===== config.mk =====
export PLATFORM = sky130hd
export DESIGN_NAME = spi_eeprom_access_sequencer
export DESIGN_NICKNAME = d
export VERILOG_FILES = /design/src/rtl/seas_pkg.sv /design/src/rtl/spi_eeprom_access_sequencer.sv
export VERILOG_INCLUDE_DIRS = /design/src /design/src/rtl
export SDC_FILE = /design/constraint.sdc
export NUM_CORES = 1
export LEC_CHECK = 0
export ABC_AREA = 0
export BUFFER_PORTS_ARGS = -buffer_cell sky130_fd_sc_hd__buf_2
export CAP_MARGIN = 20
export CORE_ASPECT_RATIO = 0.5
export CORE_MARGIN = 4
export CORE_UTILIZATION = 60
export DETAILED_ROUTE_END_ITERATION = 6
export PLACE_DENSITY_LB_ADDON = 0.2
export SLEW_MARGIN = 10
export SYNTH_ARGS = -nofsm -noshare
export SYNTH_HDL_FRONTEND = slang
export SYNTH_SLANG_ARGS = --single-unit
export TNS_END_PERCENT = 10

===== constraint.sdc =====
create_clock -name clk -period 5.3 [get_ports clk]
set_input_delay 0.265 -clock clk [delete_from_list [all_inputs] [get_ports clk]]
set_output_delay 0.265 -clock clk [all_outputs]
set_load 0.01 [all_outputs]

===== src/rtl/spi_eeprom_access_sequencer_macros.svh =====
// Assertion macros shared by the SPI EEPROM sequencer RTL.
`ifndef SPI_EEPROM_ACCESS_SEQUENCER_MACROS_SVH
`define SPI_EEPROM_ACCESS_SEQUENCER_MACROS_SVH

// Condition that must hold at every clock edge outside reset.
`define SEAS_ASSERT_ALWAYS(lbl, cond, msg) \
    lbl: assert property (@(posedge clk) disable iff (!rst_n) (cond)) else $error(msg);

// Implication checked from one clock edge to the next.
`define SEAS_ASSERT_NEXT(lbl, pre, post, msg) \
    lbl: assert property (@(posedge clk) disable iff (!rst_n) (pre) |=> (post)) \
        else $error(msg);

`endif


===== src/rtl/seas_pkg.sv =====
// Types, codes and helpers for the SPI EEPROM access sequencer.
package seas_pkg;

    // Input operation codes
    typedef enum logic [2:0] {
        OP_START_READ  = 3'd0,
        OP_START_WRITE = 3'd1,
        OP_WRITE_DATA  = 3'd2,
        OP_SPI_REPLY   = 3'd3,
        OP_DELAY_TICK  = 3'd4
    } op_t;

    // Result action codes
    typedef enum logic [2:0] {
        ACT_SEL_ON  = 3'd0,
        ACT_SEL_OFF = 3'd1,
        ACT_SEND    = 3'd2,
        ACT_NEED    = 3'd3,
        ACT_READ    = 3'd4,
        ACT_WAIT    = 3'd5,
        ACT_DONE    = 3'd6
    } act_t;

    // Configuration register indexes
    localparam logic [2:0] CFG_POLL_LIMIT    = 3'd0;
    localparam logic [2:0] CFG_ATTEMPT_LIMIT = 3'd1;
    localparam logic [2:0] CFG_READ_OPCODE   = 3'd2;
    localparam logic [2:0] CFG_WRITE_OPCODE  = 3'd3;
    localparam logic [2:0] CFG_ENABLE_OPCODE = 3'd4;
    localparam logic [2:0] CFG_STATUS_OPCODE = 3'd5;
    localparam logic [2:0] CFG_BUSY_MASK     = 3'd6;
    localparam logic [2:0] CFG_ENABLED_MASK  = 3'd7;

    // Sequencer phases, one-hot
    typedef enum logic [12:0] {
        PH_IDLE      = 13'b0000000000001,
        PH_POLL_CMD  = 13'b0000000000010,
        PH_POLL_DATA = 13'b0000000000100,
        PH_WAIT      = 13'b0000000001000,
        PH_WREN_CMD  = 13'b0000000010000,
        PH_WEL_CMD   = 13'b0000000100000,
        PH_WEL_DATA  = 13'b0000001000000,
        PH_CMD       = 13'b0000010000000,
        PH_ADDR_HI   = 13'b0000100000000,
        PH_ADDR_LO   = 13'b0001000000000,
        PH_RD_DATA   = 13'b0010000000000,
        PH_NEED_DATA = 13'b0100000000000,
        PH_WR_DATA   = 13'b1000000000000
    } phase_t;

    // One result beat
    typedef struct packed {
        act_t        act;
        logic [7:0]  byte_value;
        logic [15:0] done_count;
        logic        last;
    } res_t;

    localparam int MAX_RES = 4;

    function automatic res_t mk_res(act_t act, logic [7:0] bval, logic [15:0] cnt);
        res_t r;
        r.act        = act;
        r.byte_value = bval;
        r.done_count = cnt;
        r.last       = 1'b0;
        return r;
    endfunction

    // Status bit test; an empty mask tests the whole byte
    function automatic logic flags_set(logic [7:0] st, logic [7:0] mask);
        return (mask != 8'd0) ? ((st & mask) != 8'd0) : (st != 8'd0);
    endfunction

endpackage


===== src/rtl/spi_eeprom_access_sequencer.sv =====
// Timing: an accepted beat is registered in the input register, then its results load the
//   result buffer once that buffer is free; the first result beat is valid from the result buffer.
// Throughput: one input beat per clock while each item gives at most one result and the
//   output takes it; an item giving several results holds the input side while its result buffer drains.
// Reset: rst_n is asynchronous, active low; the sequencer returns to idle, the result
//   buffer empties and the configuration registers take their default values.
`include "spi_eeprom_access_sequencer_macros.svh"

module spi_eeprom_access_sequencer
    import seas_pkg::*;
#(
    parameter int MEM_SIZE  = 65536,   // memory size in bytes, 256..65536
    parameter int PAGE_SIZE = 64       // write page size, power of two, 8..256
)
(
    input  logic        clk,
    input  logic        rst_n,

    // Configuration write channel
    input  logic        cfg_valid,
    output logic        cfg_ready,
    input  logic [2:0]  cfg_index,
    input  logic [7:0]  cfg_data,

    // Event stream
    input  logic        s_axis_tvalid,
    output logic        s_axis_tready,
    input  logic [47:0] s_axis_tdata,   // address, count, data_byte, rx_byte
    input  logic [2:0]  s_axis_tuser,   // operation

    // Bus action stream
    output logic        m_axis_tvalid,
    input  logic        m_axis_tready,
    output logic [23:0] m_axis_tdata,   // byte_value[7:0], done_count[23:8]
    output logic [2:0]  m_axis_tuser,   // action
    output logic        m_axis_tlast    // last
);

    localparam int PAGE_BITS = $clog2(PAGE_SIZE);
    localparam logic [16:0] MEM_END = 17'(MEM_SIZE);

    // Configuration registers
    logic [7:0] poll_limit_reg;
    logic [2:0] attempt_limit_reg;
    logic [7:0] read_opcode_reg;
    logic [7:0] write_opcode_reg;
    logic [7:0] enable_opcode_reg;
    logic [7:0] status_opcode_reg;
    logic [7:0] busy_mask_reg;
    logic [7:0] enabled_mask_reg;

    // Sequencer state
    phase_t      phase_reg, phase_next;
    logic        is_write_reg, is_write_next;
    logic [15:0] cur_addr_reg, cur_addr_next;
    logic [15:0] bytes_left_reg, bytes_left_next;
    logic [15:0] bytes_done_reg, bytes_done_next;
    logic [2:0]  attempts_left_reg, attempts_left_next;
    logic [7:0]  polls_left_reg, polls_left_next;

    // Input register
    logic        in_valid_reg;
    logic [2:0]  in_op_reg;
    logic [47:0] in_data_reg;

    // Result buffer
    res_t        res_buf_reg [MAX_RES];
    res_t        res_arr     [MAX_RES];
    logic [2:0]  res_n_reg;
    logic [2:0]  res_idx_reg;
    logic [2:0]  res_k;

    logic        out_beat;
    logic        buf_free;
    logic        process;

    op_t         in_op;
    logic [15:0] in_addr;
    logic [15:0] in_cnt;
    logic [7:0]  in_db;
    logic [7:0]  in_rx;

    assign in_op   = op_t'(in_op_reg);
    assign in_addr = in_data_reg[15:0];
    assign in_cnt  = in_data_reg[31:16];
    assign in_db   = in_data_reg[39:32];
    assign in_rx   = in_data_reg[47:40];

    // Configuration port
    assign cfg_ready = 1'b1;

    always_ff @(posedge clk or negedge rst_n)
    begin
        if (!rst_n)
        begin
            poll_limit_reg    <= 8'd255;
            attempt_limit_reg <= 3'd3;
            read_opcode_reg   <= 8'h03;
            write_opcode_reg  <= 8'h02;
            enable_opcode_reg <= 8'h06;
            status_opcode_reg <= 8'h05;
            busy_mask_reg     <= 8'h01;
            enabled_mask_reg  <= 8'h02;
        end
        else if (cfg_valid && cfg_ready)
        begin
            case (cfg_index)
                CFG_POLL_LIMIT:    poll_limit_reg    <= cfg_data;
                CFG_ATTEMPT_LIMIT: attempt_limit_reg <= cfg_data[2:0];
                CFG_READ_OPCODE:   read_opcode_reg   <= cfg_data;
                CFG_WRITE_OPCODE:  write_opcode_reg  <= cfg_data;
                CFG_ENABLE_OPCODE: enable_opcode_reg <= cfg_data;
                CFG_STATUS_OPCODE: status_opcode_reg <= cfg_data;
                CFG_BUSY_MASK:     busy_mask_reg     <= cfg_data;
                CFG_ENABLED_MASK:  enabled_mask_reg  <= cfg_data;
                default:           poll_limit_reg    <= poll_limit_reg;
            endcase
        end
    end

    // Handshake and buffer control
    assign m_axis_tvalid = (res_idx_reg != res_n_reg);
    assign out_beat      = m_axis_tvalid && m_axis_tready;
    assign buf_free      = (res_idx_reg == res_n_reg)
                        || (out_beat && (res_idx_reg == 3'(res_n_reg - 3'd1)));
    assign process       = in_valid_reg && buf_free;
    assign s_axis_tready = !in_valid_reg || process;

    assign m_axis_tdata  = {res_buf_reg[res_idx_reg[1:0]].done_count,
                            res_buf_reg[res_idx_reg[1:0]].byte_value};
    assign m_axis_tuser  = res_buf_reg[res_idx_reg[1:0]].act;
    assign m_axis_tlast  = res_buf_reg[res_idx_reg[1:0]].last;

    // Event step: next state and the result beats of one event
    always_comb
    begin
        logic [15:0] addr_mv;
        logic [15:0] left_mv;
        logic [15:0] done_mv;

        phase_next         = phase_reg;
        is_write_next      = is_write_reg;
        cur_addr_next      = cur_addr_reg;
        bytes_left_next    = bytes_left_reg;
        bytes_done_next    = bytes_done_reg;
        attempts_left_next = attempts_left_reg;
        polls_left_next    = polls_left_reg;
        res_k              = 3'd0;
        for (int i = 0; i < MAX_RES; i++)
        begin
            res_arr[i] = mk_res(ACT_SEL_ON, 8'd0, 16'd0);
        end

        addr_mv = cur_addr_reg + 16'd1;
        left_mv = bytes_left_reg - 16'd1;
        done_mv = bytes_done_reg + 16'd1;

        case (phase_reg)
            PH_IDLE:
            begin
                if (in_op == OP_START_READ || in_op == OP_START_WRITE)
                begin
                    is_write_next      = (in_op == OP_START_WRITE);
                    cur_addr_next      = in_addr;
                    bytes_left_next    = in_cnt;
                    bytes_done_next    = 16'd0;
                    attempts_left_next = (in_op == OP_START_WRITE) ? attempt_limit_reg : 3'd0;
                    if (({1'b0, in_addr} + {1'b0, in_cnt}) > MEM_END
                        || (in_op == OP_START_WRITE && attempt_limit_reg == 3'd0))
                    begin
                        res_arr[0] = mk_res(ACT_DONE, 8'd0, 16'd0);
                        res_k      = 3'd1;
                        phase_next = PH_IDLE;
                    end
                    else
                    begin
                        polls_left_next = poll_limit_reg;
                        res_arr[0] = mk_res(ACT_SEL_ON, 8'd0, 16'd0);
                        res_arr[1] = mk_res(ACT_SEND, status_opcode_reg, 16'd0);
                        res_k      = 3'd2;
                        phase_next = PH_POLL_CMD;
                    end
                end
            end

            PH_NEED_DATA:
            begin
                if (in_op == OP_WRITE_DATA)
                begin
                    res_arr[0] = mk_res(ACT_SEND, in_db, 16'd0);
                    res_k      = 3'd1;
                    phase_next = PH_WR_DATA;
                end
            end

            PH_WAIT:
            begin
                if (in_op == OP_DELAY_TICK)
                begin
                    res_arr[0] = mk_res(ACT_SEL_ON, 8'd0, 16'd0);
                    res_arr[1] = mk_res(ACT_SEND, status_opcode_reg, 16'd0);
                    res_k      = 3'd2;
                    phase_next = PH_POLL_CMD;
                end
            end

            PH_POLL_CMD:
            begin
                if (in_op == OP_SPI_REPLY)
                begin
                    res_arr[0] = mk_res(ACT_SEND, 8'd0, 16'd0);
                    res_k      = 3'd1;
                    phase_next = PH_POLL_DATA;
                end
            end

            PH_POLL_DATA:
            begin
                if (in_op == OP_SPI_REPLY)
                begin
                    res_arr[0] = mk_res(ACT_SEL_OFF, 8'd0, 16'd0);
                    if (flags_set(in_rx, busy_mask_reg))
                    begin
                        if (polls_left_reg <= 8'd1)
                        begin
                            polls_left_next = 8'd0;
                            // out of polls: a read ends; a write retries until its attempts run out
                            if (is_write_reg && attempts_left_reg > 3'd1)
                            begin
                                attempts_left_next = attempts_left_reg - 3'd1;
                                polls_left_next    = poll_limit_reg;
                                res_arr[1] = mk_res(ACT_SEL_ON, 8'd0, 16'd0);
                                res_arr[2] = mk_res(ACT_SEND, status_opcode_reg, 16'd0);
                                res_k      = 3'd3;
                                phase_next = PH_POLL_CMD;
                            end
                            else
                            begin
                                if (is_write_reg)
                                begin
                                    attempts_left_next = 3'd0;
                                end
                                res_arr[1] = mk_res(ACT_DONE, 8'd0, bytes_done_reg);
                                res_k      = 3'd2;
                                phase_next = PH_IDLE;
                            end
                        end
                        else
                        begin
                            polls_left_next = polls_left_reg - 8'd1;
                            res_arr[1] = mk_res(ACT_WAIT, 8'd0, 16'd0);
                            res_k      = 3'd2;
                            phase_next = PH_WAIT;
                        end
                    end
                    else
                    begin
                        res_arr[1] = mk_res(ACT_SEL_ON, 8'd0, 16'd0);
                        res_arr[2] = mk_res(ACT_SEND,
                                            is_write_reg ? enable_opcode_reg : read_opcode_reg,
                                            16'd0);
                        res_k      = 3'd3;
                        phase_next = is_write_reg ? PH_WREN_CMD : PH_CMD;
                    end
                end
            end

            PH_WREN_CMD:
            begin
                if (in_op == OP_SPI_REPLY)
                begin
                    res_arr[0] = mk_res(ACT_SEL_OFF, 8'd0, 16'd0);
                    res_arr[1] = mk_res(ACT_SEL_ON, 8'd0, 16'd0);
                    res_arr[2] = mk_res(ACT_SEND, status_opcode_reg, 16'd0);
                    res_k      = 3'd3;
                    phase_next = PH_WEL_CMD;
                end
            end

            PH_WEL_CMD:
            begin
                if (in_op == OP_SPI_REPLY)
                begin
                    res_arr[0] = mk_res(ACT_SEND, 8'd0, 16'd0);
                    res_k      = 3'd1;
                    phase_next = PH_WEL_DATA;
                end
            end

            PH_WEL_DATA:
            begin
                if (in_op == OP_SPI_REPLY)
                begin
                    res_arr[0] = mk_res(ACT_SEL_OFF, 8'd0, 16'd0);
                    if (flags_set(in_rx, enabled_mask_reg))
                    begin
                        res_arr[1] = mk_res(ACT_SEL_ON, 8'd0, 16'd0);
                        res_arr[2] = mk_res(ACT_SEND, write_opcode_reg, 16'd0);
                        res_k      = 3'd3;
                        phase_next = PH_CMD;
                    end
                    else if (attempts_left_reg > 3'd1)
                    begin
                        // enable latch clear: retry from the status poll
                        attempts_left_next = attempts_left_reg - 3'd1;
                        polls_left_next    = poll_limit_reg;
                        res_arr[1] = mk_res(ACT_SEL_ON, 8'd0, 16'd0);
                        res_arr[2] = mk_res(ACT_SEND, status_opcode_reg, 16'd0);
                        res_k      = 3'd3;
                        phase_next = PH_POLL_CMD;
                    end
                    else
                    begin
                        attempts_left_next = 3'd0;
                        res_arr[1] = mk_res(ACT_DONE, 8'd0, bytes_done_reg);
                        res_k      = 3'd2;
                        phase_next = PH_IDLE;
                    end
                end
            end

            PH_CMD:
            begin
                if (in_op == OP_SPI_REPLY)
                begin
                    res_arr[0] = mk_res(ACT_SEND, cur_addr_reg[15:8], 16'd0);
                    res_k      = 3'd1;
                    phase_next = PH_ADDR_HI;
                end
            end

            PH_ADDR_HI:
            begin
                if (in_op == OP_SPI_REPLY)
                begin
                    res_arr[0] = mk_res(ACT_SEND, cur_addr_reg[7:0], 16'd0);
                    res_k      = 3'd1;
                    phase_next = PH_ADDR_LO;
                end
            end

            PH_ADDR_LO:
            begin
                if (in_op == OP_SPI_REPLY)
                begin
                    if (bytes_left_reg == 16'd0)
                    begin
                        res_arr[0] = mk_res(ACT_SEL_OFF, 8'd0, 16'd0);
                        res_arr[1] = mk_res(ACT_DONE, 8'd0, bytes_done_reg);
                        res_k      = 3'd2;
                        phase_next = PH_IDLE;
                    end
                    else
                    begin
                        res_arr[0] = mk_res(is_write_reg ? ACT_NEED : ACT_SEND, 8'd0, 16'd0);
                        res_k      = 3'd1;
                        phase_next = is_write_reg ? PH_NEED_DATA : PH_RD_DATA;
                    end
                end
            end

            PH_RD_DATA:
            begin
                if (in_op == OP_SPI_REPLY)
                begin
                    cur_addr_next   = addr_mv;
                    bytes_left_next = left_mv;
                    bytes_done_next = done_mv;
                    res_arr[0] = mk_res(ACT_READ, in_rx, 16'd0);
                    if (left_mv == 16'd0)
                    begin
                        res_arr[1] = mk_res(ACT_SEL_OFF, 8'd0, 16'd0);
                        res_arr[2] = mk_res(ACT_DONE, 8'd0, done_mv);
                        res_k      = 3'd3;
                        phase_next = PH_IDLE;
                    end
                    else
                    begin
                        res_arr[1] = mk_res(ACT_SEND, 8'd0, 16'd0);
                        res_k      = 3'd2;
                        phase_next = PH_RD_DATA;
                    end
                end
            end

            PH_WR_DATA:
            begin
                if (in_op == OP_SPI_REPLY)
                begin
                    cur_addr_next   = addr_mv;
                    bytes_left_next = left_mv;
                    bytes_done_next = done_mv;
                    if (left_mv == 16'd0)
                    begin
                        res_arr[0] = mk_res(ACT_SEL_OFF, 8'd0, 16'd0);
                        res_arr[1] = mk_res(ACT_DONE, 8'd0, done_mv);
                        res_k      = 3'd2;
                        phase_next = PH_IDLE;
                    end
                    else if (addr_mv[PAGE_BITS-1:0] == '0)
                    begin
                        // page boundary: close the burst and poll again
                        attempts_left_next = attempt_limit_reg;
                        polls_left_next    = poll_limit_reg;
                        res_arr[0] = mk_res(ACT_SEL_OFF, 8'd0, 16'd0);
                        res_arr[1] = mk_res(ACT_SEL_ON, 8'd0, 16'd0);
                        res_arr[2] = mk_res(ACT_SEND, status_opcode_reg, 16'd0);
                        res_k      = 3'd3;
                        phase_next = PH_POLL_CMD;
                    end
                    else
                    begin
                        res_arr[0] = mk_res(ACT_NEED, 8'd0, 16'd0);
                        res_k      = 3'd1;
                        phase_next = PH_NEED_DATA;
                    end
                end
            end

            default:
            begin
                phase_next = PH_IDLE;
            end
        endcase

        // mark the final beat of this event
        if (res_k != 3'd0)
        begin
            res_arr[2'(res_k - 3'd1)].last = 1'b1;
        end
    end

    // Control registers
    always_ff @(posedge clk or negedge rst_n)
    begin
        if (!rst_n)
        begin
            in_valid_reg      <= 1'b0;
            res_n_reg         <= 3'd0;
            res_idx_reg       <= 3'd0;
            phase_reg         <= PH_IDLE;
            is_write_reg      <= 1'b0;
            cur_addr_reg      <= 16'd0;
            bytes_left_reg    <= 16'd0;
            bytes_done_reg    <= 16'd0;
            attempts_left_reg <= 3'd0;
            polls_left_reg    <= 8'd0;
        end
        else
        begin
            if (s_axis_tvalid && s_axis_tready)
            begin
                in_valid_reg <= 1'b1;
            end
            else if (process)
            begin
                in_valid_reg <= 1'b0;
            end

            if (process)
            begin
                res_n_reg         <= res_k;
                res_idx_reg       <= 3'd0;
                phase_reg         <= phase_next;
                is_write_reg      <= is_write_next;
                cur_addr_reg      <= cur_addr_next;
                bytes_left_reg    <= bytes_left_next;
                bytes_done_reg    <= bytes_done_next;
                attempts_left_reg <= attempts_left_next;
                polls_left_reg    <= polls_left_next;
            end
            else if (out_beat)
            begin
                res_idx_reg <= res_idx_reg + 3'd1;
            end
        end
    end

    // Payload registers
    always_ff @(posedge clk)
    begin
        if (s_axis_tvalid && s_axis_tready)
        begin
            in_op_reg   <= s_axis_tuser;
            in_data_reg <= s_axis_tdata;
        end
        if (process)
        begin
            for (int i = 0; i < MAX_RES; i++)
            begin
                res_buf_reg[i] <= res_arr[i];
            end
        end
    end

    // Checks
    `SEAS_ASSERT_ALWAYS(a_idx_in_range, res_idx_reg <= res_n_reg && res_n_reg <= 3'd4,
        "result index beyond buffer fill")
    `SEAS_ASSERT_ALWAYS(a_tlast_on_final, !m_axis_tvalid
        || (m_axis_tlast == (res_idx_reg == 3'(res_n_reg - 3'd1))),
        "tlast not on final result beat")
    `SEAS_ASSERT_ALWAYS(a_stall_only_when_busy, s_axis_tready || (in_valid_reg && m_axis_tvalid),
        "input stalled with an empty result buffer")
    `SEAS_ASSERT_NEXT(a_accept_registers, s_axis_tvalid && s_axis_tready, in_valid_reg,
        "accepted beat not held in input register")

endmodule

==> results of run 1 <==
[timing repair]
item | in CTS | in global routing
hold buffers | 53 | 0
hold endpoints to repair | 126 | 0
resized for setup | 0 | 0
buffers inserted | 0 | 0
[routing by layer]
metal	routed length, um	track usage (%)	up-vias
met4	734	5.53	2
li1	-	-	5120
met1	16200	42.5	5426
met3	3400	5.76	86
met5	13	0	-
met2	16500	45.0	583
[cell families (layout without fill, tap and decap cells)]
logic type / count (synthesis) / count (layout)
adder cells (fa/ha/maj): 28 / 28
multiplexers: 85 / 85
other: 2 / 3
buffers and inverters: 103 / 226
AO/OA/AOI/OAI: 349 / 349
XOR/XNOR: 28 / 28
AND/OR/NAND/NOR: 465 / 465
flip-flops: 257 / 257
[worst min-delay path, cell delays in order]
cell     delay, ps
buf_2          130
nand3_1         80
a21oi_1         70
[where the power goes]
group	switching [W]	total, W	internal (W)
clock	0.000769	0.00166	0.000894
sequential	0.000621	0.00365	0.00303
combinational	0.00193	0.00307	0.00114
total	0.00332	0.00838	0.00506
[cell usage after synthesis, drive strengths merged, types with 8 or more instances]
| master | instances |
|---|---|
| clkbuf | 61 |
| nor4 | 24 |
| dfstp | 20 |
| buf | 22 |
| nand4 | 14 |
| a21oi | 83 |
| xnor2 | 17 |
| ha | 27 |
| nor2 | 111 |
| and2 | 14 |
| nor3 | 31 |
| a222oi | 8 |
| a22o | 20 |
| nand2 | 119 |
| nor3b | 11 |
| xor2 | 11 |
| nor2b | 10 |
| or3 | 8 |
| mux2i | 23 |
| nand3 | 50 |
| inv | 20 |
| dfrtp | 118 |
| a22oi | 10 |
| mux2 | 61 |
| o21ai | 123 |
| a31oi | 16 |
| edfxtp | 119 |
| and3 | 22 |
| o31ai | 25 |
| nand2b | 14 |
[worst paths after layout]
path	from	to	slack [ps]	cells after the start
max	in_data_reg[0]$_DFFE_PP_	res_buf_reg[2][26]$_SDFFCE_PN0P_	1440	11
min	m_axis_tready	res_idx_reg[1]$_DFFE_PN0P_	60	3
max reg2reg	in_data_reg[0]$_DFFE_PP_	res_buf_reg[2][26]$_SDFFCE_PN0P_	1440	11
min reg2reg	attempts_left_reg[1]$_DFFE_PN0P_	attempts_left_reg[1]$_DFFE_PN0P_	500	2
max in group asynchronous	rst_n	enable_opcode_reg[5]$_DFFE_PN0P_	3660	3
min in group asynchronous	rst_n	bytes_left_reg[4]$_DFFE_PN0P_	340	2
[stage by stage]
| stage | instance area, um^2 | setup slack [ps] | util, % |
|---|---|---|---|
| 6_report | 15500 | 1440 | 70.7 |
| 4_1_cts | 15500 | 1480 | 70.6 |
| 2_1_floorplan | 13600 | 1370 | - |
| 3_5_place_dp | 14300 | 1500 | 64.9 |
| 5_1_grt | 15500 | 1190 | 70.7 |
| 3_3_place_gp | 14300 | 1620 | 64.9 |
[area by class of cell]
type	instances	share of cell area, %
Timing Repair Buffer	164	7.23
Tap cell	300	2.42
Clock buffer	29	4.05
Multi-Input combinational cell	957	39.8
Sequential cell	257	45.4
Clock inverter	13	0.580
Inverter	20	0.483
Antenna cell	1	0.0161
==> results.sh, run 1 <==
export IMPL_cp_end_kind="flip-flop"
export IMPL_synth_top_family_by_area="simple AND/OR/NAND/NOR gates"
export IMPL_rsz0062_at_grt="false"
export IMPL_fin_crit_sh_pct=72.8
export IMPL_fin_skew_ps=16.4
export IMPL_routed_wl_um=36900
export IMPL_synth_nets=1412
export IMPL_regArea_um2=7050
export IMPL_drtIter0Drc=1425
export IMPL_first_pass_iters=6
export IMPL_dp_cells=1644
export IMPL_die_area_um2=25300
export IMPL_yosys_area_top_type="edfxtp_1"
export IMPL_core_area_um2=22000
export IMPL_synth_ff_type="edfxtp_1"
export IMPL_worst_pin_slew_ps=1080
export IMPL_finalSetupViolCount=0
export IMPL_slowest_stage="or4_4"
export IMPL_hold_slack_ps=64.6
export IMPL_min_period_ps=3860
export IMPL_rows=38
export IMPL_instances_no_fill=1741
export IMPL_routedWlPerCell_um=21.2
export IMPL_slew_violations=0
export IMPL_grt_pass1_wl_um=58200
export IMPL_grt_pass1_vias=10600
export IMPL_synthCells=1317
export IMPL_drc=0
export IMPL_synth_compound_area_share_pct=16.3
export IMPL_crit_fanout=6
export IMPL_syn_area_um2=13600
export IMPL_hp_class="input pin to flip-flop"
export IMPL_die_y_um=115
export IMPL_hpwl_um=25300
export IMPL_ir_drop_mv=0.395
export IMPL_clock_latency_ps=540
export IMPL_clockBufferDepth=3
export IMPL_cp_start_kind="flip-flop"
export IMPL_critPathBufInv=0
export IMPL_yosys_warnings=0
export IMPL_final_cell_mix="nand2_1 (119), edfxtp_1 (119), dfrtp_1 (118), o21ai_0 (113), nor2_1 (110)"
export IMPL_fin_setup_tns_ps=0
export IMPL_cts_max_level=1
export IMPL_drive_gt1_share_pct=17.8
export IMPL_yosysSeqAreaShare_pct=51.8
export IMPL_synthArstFlopShare_pct=53.7
export IMPL_max_slew_margin_pct=28.1
export IMPL_maxCapViolations=0
export IMPL_cts_buffers=23
export IMPL_cp_slowest_stage_delay_ps=540
export IMPL_fmax_ghz=0.259
export IMPL_vias=11200
export IMPL_status="finished clean"
export IMPL_syn2layout_area_growth_pct=14.0
export IMPL_gp_congestion=0.940
export IMPL_synth_fa_ha_area_share_pct=2.63
export IMPL_ys_top_cells_by_area="edfxtp_1 (26%), dfrtp_1 (22%), mux2_2 (5.0%)"
export IMPL_cts_sinks=257
export IMPL_hold_viol=0
export IMPL_grt_max_degree=79
export IMPL_path_cells="ha_1 -> fa_1 -> a21o_1 -> a221oi_2 -> mux2i_1 -> a211oi_1 -> or4_4 -> nor4_4 -> nor2_2 -> a211o_1 -> and2_1"
export IMPL_synth_xor_area_share_pct=1.80
export IMPL_avgSynthCellArea_um2=10.3
export IMPL_crit_arrival_ps=4140
export IMPL_crit_type="flip-flop to flip-flop"
export IMPL_p_total_w=0.00838
export IMPL_cts_root_buf="clkbuf_16"
export IMPL_multiInputGateArea_um2=6180
export IMPL_nFillCells=1614
export IMPL_synth_top_area_share_pct=26.2
export IMPL_required_ps=5580
export IMPL_avgViaCountPerCell=6.44
export IMPL_clkTransAtPathRegs_ps=70
export IMPL_ys_seq_elements=257
export IMPL_ioPinCount=98
export IMPL_dieWidth_um=221
export IMPL_fin_nets=1518
export IMPL_initial_utilization_pct=62.0
export IMPL_cts_tree="done"
export IMPL_yosysUniqueCellTypes=84
export IMPL_power_density_nw_per_um2=540
export IMPL_grt_ovfl_total=0
export IMPL_largest_reg_flops=68
export IMPL_path_delay_family="simple AND/OR/NAND/NOR gates"
export IMPL_ant_nets=0
export IMPL_synth_edf_count=119
export IMPL_synthSimpleGateAreaFrac_pct=17.5
export IMPL_grt_total_usage_pct=28.8
export IMPL_synth_mux_area_share_pct=6.92
export IMPL_numPortBuffers=96
export IMPL_leakage_nw=6.20
export IMPL_antenna_found_initial=4
Power figures use the tool's default switching activity.
==> inputs of run 2 (changes only) <==
--- a/config.mk
+++ b/config.mk
@@ -6,12 +6,12 @@
 export SDC_FILE = /design/constraint.sdc
 export NUM_CORES = 1
 export LEC_CHECK = 0
-export ABC_AREA = 0
+export ABC_AREA = 1
 export BUFFER_PORTS_ARGS = -buffer_cell sky130_fd_sc_hd__buf_2
 export CAP_MARGIN = 20
 export CORE_ASPECT_RATIO = 0.5
 export CORE_MARGIN = 4
-export CORE_UTILIZATION = 60
+export CORE_UTILIZATION = 55
 export DETAILED_ROUTE_END_ITERATION = 6
 export PLACE_DENSITY_LB_ADDON = 0.2
 export SLEW_MARGIN = 10
==> constraint.sdc (replaced) <==
create_clock -name clk -period 3.15 [get_ports clk]
set_input_delay 0.1575 -clock clk [delete_from_list [all_inputs] [get_ports clk]]
set_output_delay 0.1575 -clock clk [all_outputs]
set_load 0.01 [all_outputs]
==> run 2 against run 1 <==
Compared with the run above: fmax increased by 36%; critical path depth decreased by 1; final cell count is 29% higher; sequential share of layout area decreased by 2.9 points; largest cell class unchanged; critical endpoint is now bytes_done_reg[11]$_DFFE_PN0P_; area after synthesis is 4.5% higher; combinational power grew 110%; synthesized cell count is 31% higher; via count is 12% higher; worst setup slack worse by 1100 ps; routed wire length grew 6.4%; utilization fell by 5.2 points; total power is 85% higher.
==> results.sh, run 2 <==
export IMPL_fin_crit_sh_pct=89.9
export IMPL_synthArstFlopShare_pct=53.7
export IMPL_ys_top_cells_by_area="edfxtp_1 (25%), dfrtp_1 (21%), nand2_1 (12%)"
export IMPL_fmax_ghz=0.353
export IMPL_finalSetupViolCount=0
export IMPL_yosysSeqAreaShare_pct=49.5
export IMPL_core_area_um2=25300
export IMPL_fin_setup_tns_ps=0
export IMPL_cp_slowest_stage_delay_ps=800
export IMPL_die_y_um=122
export IMPL_leakage_nw=7.47
export IMPL_critPathBufInv=2
export IMPL_clock_latency_ps=540
export IMPL_cts_root_buf="clkbuf_16"
export IMPL_crit_type="flip-flop to flip-flop"
export IMPL_antenna_found_initial=0
export IMPL_nFillCells=2110
export IMPL_avgViaCountPerCell=5.58
export IMPL_drc=0
export IMPL_worst_pin_slew_ps=777
export IMPL_clockBufferDepth=3
export IMPL_syn_area_um2=14200
export IMPL_fin_skew_ps=15.9
export IMPL_gp_congestion=0.972
export IMPL_path_delay_family="compound AO/OA/AOI/OAI gates"
export IMPL_switching_share_pct=42.5
export IMPL_grt_max_degree=72
export IMPL_synth_nets=1815
export IMPL_synth_ff_type="edfxtp_1"
export IMPL_ant_nets=0
export IMPL_cts_tree="done"
export IMPL_yosys_area_top_type="edfxtp_1"
export IMPL_final_common_cell="nand2_1"
export IMPL_syn2layout_area_growth_pct=16.6
export IMPL_hp_class="input pin to flip-flop"
export IMPL_cts_max_level=1
export IMPL_min_period_ps=2830
export IMPL_rows=41
export IMPL_routedWlPerCell_um=17.5
export IMPL_yosys_warnings=0
export IMPL_max_slew_margin_pct=47.7
export IMPL_avgSynthCellArea_um2=8.28
export IMPL_rsz0062_at_grt="false"
export IMPL_largest_reg_flops=68
export IMPL_drtIter0Drc=1250
export IMPL_cts_sinks=257
export IMPL_hold_slack_ps=25.8
export IMPL_multiInputGateArea_um2=6120
export IMPL_crit_arrival_ps=3260
export IMPL_synthCells=1720
export IMPL_place_area_um2=15100
export IMPL_cts_buffers=24
export IMPL_synthTopCellsByCount="nand2_1 (440), inv_1 (210), nor2_1 (145), o21ai_0 (145), nand3_1 (126)"
export IMPL_ys_seq_elements=257
export IMPL_synth_top_area_share_pct=25.1
export IMPL_grt_pass1_vias=11900
export IMPL_slowest_stage="dfrtp_1"
export IMPL_grt_ovfl_total=0
export IMPL_ioPinCount=98
export IMPL_routed_wl_um=39200
export IMPL_die_area_um2=28700
export IMPL_clkTransAtPathRegs_ps=70
export IMPL_stdcell_area_um2=16600
export IMPL_first_pass_iters=5
export IMPL_slew_violations=0
export IMPL_grt_total_usage_pct=27.6
export IMPL_vias=12500
export IMPL_hpwl_um=28700
export IMPL_final_cell_mix="nand2_1 (439), inv_1 (210), nor2_1 (145), o21ai_0 (145), nand3_1 (126)"
export IMPL_clock_power_share_pct=19.8
export IMPL_fin_nets=1974
export IMPL_cp_start_kind="flip-flop"
export IMPL_yosysUniqueCellTypes=62
export IMPL_crit_fanout=17
export IMPL_power_density_nw_per_um2=934
export IMPL_path_cells="inv_1 -> a21oi_1 -> nand3b_1 -> o21ai_2 -> nand2_4 -> clkinv_4 -> o21ai_4 -> a21oi_2 -> nand2_1 -> o22ai_1"
export IMPL_regArea_um2=7050
export IMPL_synth_edf_count=119
export IMPL_p_int_w=0.00891
export IMPL_ir_drop_mv=0.645
export IMPL_initial_utilization_pct=56.2
export IMPL_utilization_pct=65.5
export IMPL_required_ps=3580
export IMPL_synth_most_common_cell="nand2_1"
export IMPL_status="finished clean"
export IMPL_pwr_share_seq_pct=38.1
export IMPL_pwr_share_comb_pct=42.0
export IMPL_maxCapViolations=0
export IMPL_power_switching_w=0.00660
export IMPL_drive_gt1_share_pct=13.2
export IMPL_numPortBuffers=96
export IMPL_p_total_w=0.0155
export IMPL_dieWidth_um=236
export IMPL_hold_viol=0
export IMPL_grt_pass1_wl_um=63500
export IMPL_cp_end_kind="flip-flop"
## run 2: per-layer routing
layer / share of wire [%] / vias up / global-route usage, %
met2: 46 / 481 / 44.4
met4: 1.4 / 0 / 4.76
li1: - / 6047 / -
met3: 7.8 / 47 / 5.41
met1: 45 / 5941 / 40.0
met5: 0 / - / 0
## run 2: final cells by class
type                            instances  share of cell area (%)
Sequential cell                       257                    42.5
Multi-Input combinational cell       1189                    36.9
Timing Repair Buffer                  178                    7.79
Inverter                              229                    5.22
Clock buffer                           35                    4.36
Tap cell                              344                    2.59
Clock inverter                          9                   0.663
Antenna cell                            1                  0.0151
## run 2: logic make-up (layout without fill, tap and decap cells)
| logic type | count (synthesis) | after routing | synth area share (%) |
|---|---|---|---|
| adders and majority gates | 28 | 28 | 2.51 |
| other | 2 | 3 | 0.0528 |
| DFF | 257 | 257 | 49.5 |
| and+or+nand+nor | 821 | 821 | 25.8 |
| xor gates and xnor gates | 39 | 39 | 2.45 |
| AOI/OAI and AO/OA | 299 | 299 | 12.1 |
| buffers and inverters | 274 | 451 | 7.57 |
## run 2: worst paths after layout
check	slack [ps]	to	depth (start not counted)	from
max in group asynchronous	2190	phase_reg[0]$_DFFE_PN1P_	3	rst_n
max	320	bytes_done_reg[11]$_DFFE_PN0P_	10	res_idx_reg[1]$_DFFE_PN0P_
min	30	res_idx_reg[2]$_DFFE_PN0P_	5	m_axis_tready
min reg2reg	490	enable_opcode_reg[0]$_DFFE_PN0P_	2	enable_opcode_reg[0]$_DFFE_PN0P_
max reg2reg	320	bytes_done_reg[11]$_DFFE_PN0P_	10	res_idx_reg[1]$_DFFE_PN0P_
min in group asynchronous	140	bytes_left_reg[10]$_DFFE_PN0P_	2	rst_n
## run 2: worst reg2reg max path, stage by stage (launching register included)
cell and delay [ps]:
dfrtp_1 800, inv_1 130, a21oi_1 170, nand3b_1 200
o21ai_2 140, nand2_4 130, clkinv_4 110, o21ai_4 100
a21oi_2 180, nand2_1 430, o22ai_1 340
## run 2: stage by stage
stage | instances | worst slack [ps]
2_1_floorplan | 1720 | 17.9
3_3_place_gp | 2136 | 374
3_5_place_dp | 2136 | 321
4_1_cts | 2241 | 313
5_1_grt | 2241 | 4.66
6_report | 2242 | 317
## run 2: power groups by stage
stage / Clock, W / Sequential, W / Combinational [W]
6_report: 0.00308 / 0.00591 / 0.00652
5_1_grt: 0.00328 / 0.00604 / 0.00727
4_1_cts: 0.00311 / 0.00590 / 0.00648
3_5_place_dp: 0 / 0.00595 / 0.00639
3_3_place_gp: 0 / 0.00590 / 0.00625
2_1_floorplan: 0 / 0.00564 / 0.00461
## run 2: repair_timing
action,CTS,global route
endpoints found under the hold margin,107,0
hold buffers,61,0
buffers inserted,0,0
setup endpoints to repair,0,19
gates resized for setup,0,1
